File: src/sv/dlf_pkg.sv
package dlf_pkg;

  localparam int NEURONS_DEF = 16;
  localparam int INPUTS_DEF  = 64;
  localparam int MAX_RESULTS = 16;
  localparam int VAL_W       = 16;
  localparam int ACC_W       = 40;
  localparam int SEL_W       = 4;
  localparam int POS_W       = 6;
  localparam int CFG_W       = 5;

  localparam logic [1:0] CMD_WEIGHT = 2'd0;
  localparam logic [1:0] CMD_BIAS   = 2'd1;
  localparam logic [1:0] CMD_ELEM   = 2'd2;

  localparam logic [1:0] ACT_RELU = 2'd0;
  localparam logic [1:0] ACT_SIG  = 2'd1;
  localparam logic [1:0] ACT_TANH = 2'd2;

  localparam logic REG_ACT_MODE     = 1'b0;
  localparam logic REG_NEURON_COUNT = 1'b1;

  localparam logic [63:0] QONE = 64'h1000_0000_0000_0000;

  // broadcast to every cell
  typedef struct packed {
    logic              load_w;
    logic              load_b;
    logic              elem;
    logic              cap;
    logic              shift;
    logic [SEL_W-1:0]  sel;
    logic [POS_W-1:0]  pos;
    logic [VAL_W-1:0]  value;
  } cell_bus_t;

  // finished sum and bias travelling down the chain
  typedef struct packed {
    logic [ACC_W-1:0] acc;
    logic [VAL_W-1:0] bias;
  } hold_t;

  typedef logic [255:0][VAL_W-1:0] act_table_t;

  // shift-subtract quotient, elaboration only
  function automatic logic [63:0] udiv(logic [63:0] a, logic [63:0] b);
    logic [63:0] r;
    logic [63:0] q;
    r = '0;
    q = '0;
    for (int i = 63; i >= 0; i--) begin
      r = {r[62:0], a[i]};
      if (r >= b) begin
        r = r - b;
        q[i] = 1'b1;
      end
    end
    return q;
  endfunction

  function automatic logic [63:0] qmul(logic [63:0] a, logic [63:0] b);
    logic [127:0] p;
    p = {64'b0, a} * {64'b0, b};
    return p[123:60];
  endfunction

  // round-half-up of num/den in Q.12, num <= den
  function automatic logic [VAL_W-1:0] qratio(logic [63:0] num, logic [63:0] den);
    logic [127:0] r;
    logic [127:0] d;
    logic [14:0]  q;
    r = {64'b0, num} << 13;
    d = {64'b0, den};
    q = '0;
    for (int i = 13; i >= 0; i--) begin
      if (r >= (d << i)) begin
        r = r - (d << i);
        q[i] = 1'b1;
      end
    end
    q = (q + 15'd1) >> 1;
    return VAL_W'(q);
  endfunction

  function automatic act_table_t build_table(logic is_tanh);
    logic [63:0] pw [0:128];
    logic [63:0] e;
    logic [63:0] term;
    logic [63:0] p;
    logic [63:0] p2;
    logic [VAL_W-1:0] t;
    act_table_t tab;
    int k;
    e = QONE;
    term = QONE;
    for (int n = 1; n <= 20; n++) begin
      term = udiv(term, 64'(16 * n));
      if ((n % 2) == 1) e = e - term;
      else e = e + term;
    end
    pw[0] = QONE;
    for (int n = 1; n <= 128; n++) pw[n] = qmul(pw[n-1], e);
    for (int idx = 0; idx < 256; idx++) begin
      k = (idx < 128) ? idx : idx - 256;
      p = pw[(k < 0) ? -k : k];
      p2 = qmul(p, p);
      if (is_tanh) begin
        t = qratio(QONE - p2, QONE + p2);
        tab[idx] = (k < 0) ? VAL_W'(-t) : t;
      end else begin
        tab[idx] = qratio((k >= 0) ? QONE : p, QONE + p);
      end
    end
    return tab;
  endfunction

  localparam act_table_t SIG_TABLE  = build_table(1'b0);
  localparam act_table_t TANH_TABLE = build_table(1'b1);

endpackage

File: src/sv/dlf_ram.sv
module dlf_ram #(
  parameter int WIDTH = 16,
  parameter int DEPTH = 64
) (
  input  logic                                   clk,
  input  logic                                   we,
  input  logic [(DEPTH > 1 ? $clog2(DEPTH) : 1)-1:0] waddr,
  input  logic [WIDTH-1:0]                       wdata,
  input  logic                                   re,
  input  logic [(DEPTH > 1 ? $clog2(DEPTH) : 1)-1:0] raddr,
  output logic [WIDTH-1:0]                       rdata
);

  logic [WIDTH-1:0] mem [DEPTH];
  logic [WIDTH-1:0] rdata_r;

  always_ff @(posedge clk) begin
    if (we) mem[waddr] <= wdata;
    if (re) rdata_r <= mem[raddr];
  end

  assign rdata = rdata_r;

endmodule

File: src/sv/dlf_cell.sv
module dlf_cell #(
  parameter int INPUTS = dlf_pkg::INPUTS_DEF,
  parameter int IDX    = 0
) (
  input  logic              clk,
  input  logic              rst_n,
  input  dlf_pkg::cell_bus_t bus,
  input  logic              active,
  input  dlf_pkg::hold_t    hold_in,
  output dlf_pkg::hold_t    hold_out
);

  localparam int AW = (INPUTS > 1) ? $clog2(INPUTS) : 1;

  logic                        hit, pos_ok, we, re;
  logic [AW-1:0]               addr;
  logic [dlf_pkg::VAL_W-1:0]   w_rd;
  logic                        v1_r, v2_r;
  logic [dlf_pkg::VAL_W-1:0]   sample_r, bias_r;
  logic signed [31:0]          prod_r;
  logic [dlf_pkg::ACC_W-1:0]   acc_r, acc_nxt, acc_sum;
  dlf_pkg::hold_t              hold_r, hold_nxt;

  assign hit    = (bus.sel == dlf_pkg::SEL_W'(IDX));
  assign pos_ok = (32'(bus.pos) < INPUTS);
  assign we     = bus.load_w & hit & pos_ok;
  assign re     = bus.elem & active & pos_ok;
  assign addr   = AW'(bus.pos);

  dlf_ram #(.WIDTH(dlf_pkg::VAL_W), .DEPTH(INPUTS)) u_ram (
    .clk   (clk),
    .we    (we),
    .waddr (addr),
    .wdata (bus.value),
    .re    (re),
    .raddr (addr),
    .rdata (w_rd)
  );

  always_comb begin
    acc_sum = acc_r + (v2_r ? {{(dlf_pkg::ACC_W-32){prod_r[31]}}, prod_r}
                            : {dlf_pkg::ACC_W{1'b0}});
    acc_nxt = bus.cap ? '0 : acc_sum;
    if (bus.cap) begin
      hold_nxt = '{acc: acc_sum, bias: bias_r};
    end else if (bus.shift) begin
      hold_nxt = hold_in;
    end else begin
      hold_nxt = hold_r;
    end
  end

  always_ff @(posedge clk) begin
    if (!rst_n) begin
      v1_r  <= 1'b0;
      v2_r  <= 1'b0;
      acc_r <= '0;
    end else begin
      v1_r  <= re;
      v2_r  <= v1_r;
      acc_r <= acc_nxt;
    end
  end

  always_ff @(posedge clk) begin
    if (re) sample_r <= bus.value;
    prod_r <= $signed(w_rd) * $signed(sample_r);
    if (bus.load_b && hit) bias_r <= bus.value;
    hold_r <= hold_nxt;
  end

  assign hold_out = hold_r;

endmodule

File: config.mk
export PLATFORM = sky130hd
export DESIGN_NAME = dlf_cell
export DESIGN_NICKNAME = d
export VERILOG_FILES = /design/src/sv/dlf_pkg.sv /design/src/sv/dlf_ram.sv /design/src/sv/dlf_cell.sv
export SDC_FILE = /design/constraint.sdc
export NUM_CORES = 2
export LEC_CHECK = 0
export ABC_AREA = 1
export BUFFER_PORTS_ARGS = -buffer_cell sky130_fd_sc_hd__buf_2
export CORE_ASPECT_RATIO = 1.5
export CORE_MARGIN = 2
export CORE_UTILIZATION = 38
export DETAILED_ROUTE_END_ITERATION = 6
export GPL_TIMING_DRIVEN = 0
export RECOVER_POWER = 100
export SETUP_SLACK_MARGIN = 0.05
export SLEW_MARGIN = 0
export SYNTH_ARGS = -nofsm -noshare
export SYNTH_HDL_FRONTEND = slang
export SYNTH_HIERARCHICAL = 1
export SYNTH_SLANG_ARGS = --single-unit
File: constraint.sdc
create_clock -name clk -period 18.1 [get_ports clk]
set_clock_uncertainty 0.15 [all_clocks]
set_input_delay 5.43 -clock clk [delete_from_list [all_inputs] [get_ports clk]]
set_output_delay 5.43 -clock clk [all_outputs]
set_load 0.005 [all_outputs]
==> key figures <==
Hold path
  – Hold Path Stages: 2
  – Hold WC Path Type: reg -> reg

Worst setup path
  – CP Capture Type: register
  – Most used cell, CP: clkbuf_1
  – Setup CP Type: in -> reg
  – R2r setup slk: ~11 ns
  – Critical Path AT: roughly 9.5 ns
  – Cell Chain, Critical Path: buf_2, or4_1, nor2_1, clkbuf_1, nand4_1, nor4_1, clkbuf_1, clkbuf_1, clkbuf_1
  – Stages on the worst setup path: 9
  – CP Launch Type: primary input
  – Delay-heaviest family, CP: simple AND/OR/NAND/NOR gates
  – R2R depth: 22
  – CP peak stage delay: ~0.65 ns
  – WP data required: around 18 ns
  – Max FO, Critical Path: 9
  – CP bufs+invs: 5
  – Critical-path cell with the highest stage delay: nor2_1

Drt
  – Routed WL: 204000 µm
  – First DRT Iteration DRCs: 4144
  – WL/cell: about 24 µm
  – Vias: ~45000
  – Antenna Violating Nets Remaining: 0
  – Pre-antenna DRT Iters: 6
  – DRC viols: 0
  – Vias per cell: 5.25

Placed design
  – DP HPWL: between 150000 and 200000 µm
  – Inst Count DP: approximately 8300
  – Dpl ws: around 8.9 ns
  – Port Buffers: roughly 140
  – Routability Congestion: 0.963

Global routing
  – Busiest grt layer: met2
  – First-pass GRT wire length: around 290000 µm
  – Pin count of the biggest net entering global routing: 67
  – GR Util met3: 3.28%
  – Grt total ovfl: 0
  – GR Util met2: roughly 45%
  – Met1 GRT Util: a little over a quarter
  – All-Layer GR Usage: 24.6%
  – Antenna violations before repair: 8
  – Vias in the first global route: ~45000

STA
  – Final min period: just over 9 ns
  – Unrepaired setup endpoints after global routing: no
  – Slew @ Worst Pin: between 4 and 5 ns
  – Final period util: between 50% and 60%
  – Final worst setup slack: approximately 9 ns
  – Max-slew headroom: -167%
  – TNS Setup: 0 ns
  – Fmax: around 110 MHz
  – Setup-failing EPs final: 0
  – Final Hold Viols: 0
  – Max-slew violation count: about 1100
  – Fin Hold WS: ~0.34 ns

Die
  – Core area: 160000 µm²
  – Boundary Pins: 146
  – Die width: around 330 µm
  – Row cnt: 180
  – Die Footprint: roughly 160000 µm²
  – Initial core utilization: 38.2%
  – Die span in y: 496 µm

Logic synthesis
  – Asr flop ratio synth: 0%
  – Sequential fraction of the synthesis area: between 50% and 60%
  – Netlist Area Pre-Place: a little over 60000 µm²
  – Synth cell types: 45
  – Syn nets: 6453
  – Average size of a mapped cell: approximately 10 µm²
  – Post-synth EDFFs: approximately 1100
  – Synth Flop Type: edfxtp_1
  – Cells after Synth: around 6000
  – Ys Warns: 6
  – FF+latch count, synth: ~1200

Clock network
  – CTS Sinks: ~1200
  – CTS tree: yes
  – Number of post-CTS setup repair buffers: 0
  – Clock Tree Buf Depth: 3
  – Clock transition at the registers of the reported paths: ~0.070 ns
  – Post-CTS Resized: 0
  – Cts bufs inserted: between 100 and 150
  – H-tree depth: 3
  – Root Buffer: clkbuf_16
  – Clock latency on the worst-skew pair: a little under 0.8 ns
  – Cts hold-fix bufs: 0

Finish
  – Area grow syn2layout: 12.0%
  – Fraction of layout cells with a size suffix above 1: 8.01%
  – Layout net count: 6802
  – Util after Layout: between 40% and 50%
  – Most common cell after layout, fill and taps aside: nand2_1
  – Fin cells: roughly 8500
  – Most frequent cells in the layout: nand2_1 (2049), edfxtp_1 (1128), nand3_1 (936)

Status
  – Violated checks: capacitance limit, slew limit
  – Status: finished with violations

Power and ir drop
  – LEAKAGE: approximately 28 nW
  – Peak VDD IR: ~310 µV
  – Power Dens Cells: around 150 nW/µm²

Run
  – Max Cap Viol: 25
## stage by stage
| stage | instance area, µm² | total power, mW |
|---|---|---|
| final | 68600 | 10.3 |
| after global routing | 68600 | 10.9 |
| after CTS | 70200 | 10.4 |
| after detailed placement | 66400 | 7.99 |
| after global placement | 64600 | 7.95 |
| after floorplan | 61200 | 6.29 |
## synth_stat cells (2+ instances only)
master	count	area, µm²
a21boi_0	2	15.0
nand3b_1	10	75.1
nor3_2	4	40.0
dfxtp_1	74	1480
xor2_1	18	158
edfxtp_1	1128	33900
nand2_2	19	119
buf_2	114	571
buf_1	19	71.3
o21bai_1	7	52.6
o21ai_0	31	155
nor3_1	10	50.1
inv_2	8	30.0
nand3_1	936	4680
xnor2_1	30	263
ha_1	121	1510
a21oi_2	7	61.3
nor4_1	10	62.6
nor2_2	20	125
inv_1	600	2250
a21oi_1	60	300
o211ai_1	2	15.0
clkinv_1	4	15.0
clkbuf_1	101	379
nand4_1	26	163
fa_1	263	5270
or2_2	6	37.5
buf_6	49	552
buf_4	19	143
nor2_1	191	717
o21ai_1	14	70.1
nand3_2	6	60.1
nand2_1	2049	7690
o21ai_2	6	52.6
a31oi_1	2	12.5
a21o_1	4	30.0
## routing by layer
| layer | routed length [µm] | share of wire, % | vias to the layer above |
|---|---|---|---|
| li1 | - | - | 20400 |
| met1 | 71000 | 35 | 21700 |
| met2 | 103000 | 50 | 1963 |
| met3 | 12000 | 5.8 | 640 |
| met4 | 18400 | 9.0 | 6 |
| met5 | 38 | 0.019 | - |
## registers in the layout, indices dropped and copies added (netlist names)
signal,count
acc_r,40
bias_r,16
hold_out,56
prod_r,32
sample_r,16
u_ram/mem,1024
u_ram/rdata,16
v1_r,1
v2_r,1
## cell type report
class                           count  area [µm²]
Clock inverter                     73         744
Buffer                            303        1730
Timing Repair Buffer              233         998
Inverter                          613        2310
Clock buffer                      135        3020
Multi-Input combinational cell   3861       21800
Tap cell                         2093        2620
Sequential cell                  1202       35400
Fill cell                       15400       91500
Antenna cell                        3        7.51
## worst paths after layout
path                                  start                    endpoint
hold / removal              v1_r$_SDFF_PN0_             v2_r$_SDFF_PN0_
setup reg to reg  u_ram/rdata[13]$_DFFE_PP_          prod_r[31]$_DFF_P_
setup / recovery                    bus[23]  u_ram/mem[52][9]$_DFFE_PP_
hold reg to reg             v1_r$_SDFF_PN0_             v2_r$_SDFF_PN0_
## kinds of logic after synthesis
kind of cell	synth area share (%)
DFF	57.7
xor gates and xnor gates	0.687
adders and majority gates	11.1
and+or+nand+nor	22.6
buffers and inverters	6.60
AOI/OAI and AO/OA	1.27
## report_power, final
group / switching (mW) / internal [mW]
sequential: 0.0158 / 3.16
combinational: 3.10 / 1.59
clock: 1.09 / 1.34
## worst min-delay path: stages (launching register included)
cell,delay [ns]
dfxtp_1,0.31
nand2_1,0.05
inv_1,0.04
No activity file was read; power rests on OpenSTA's default activity.
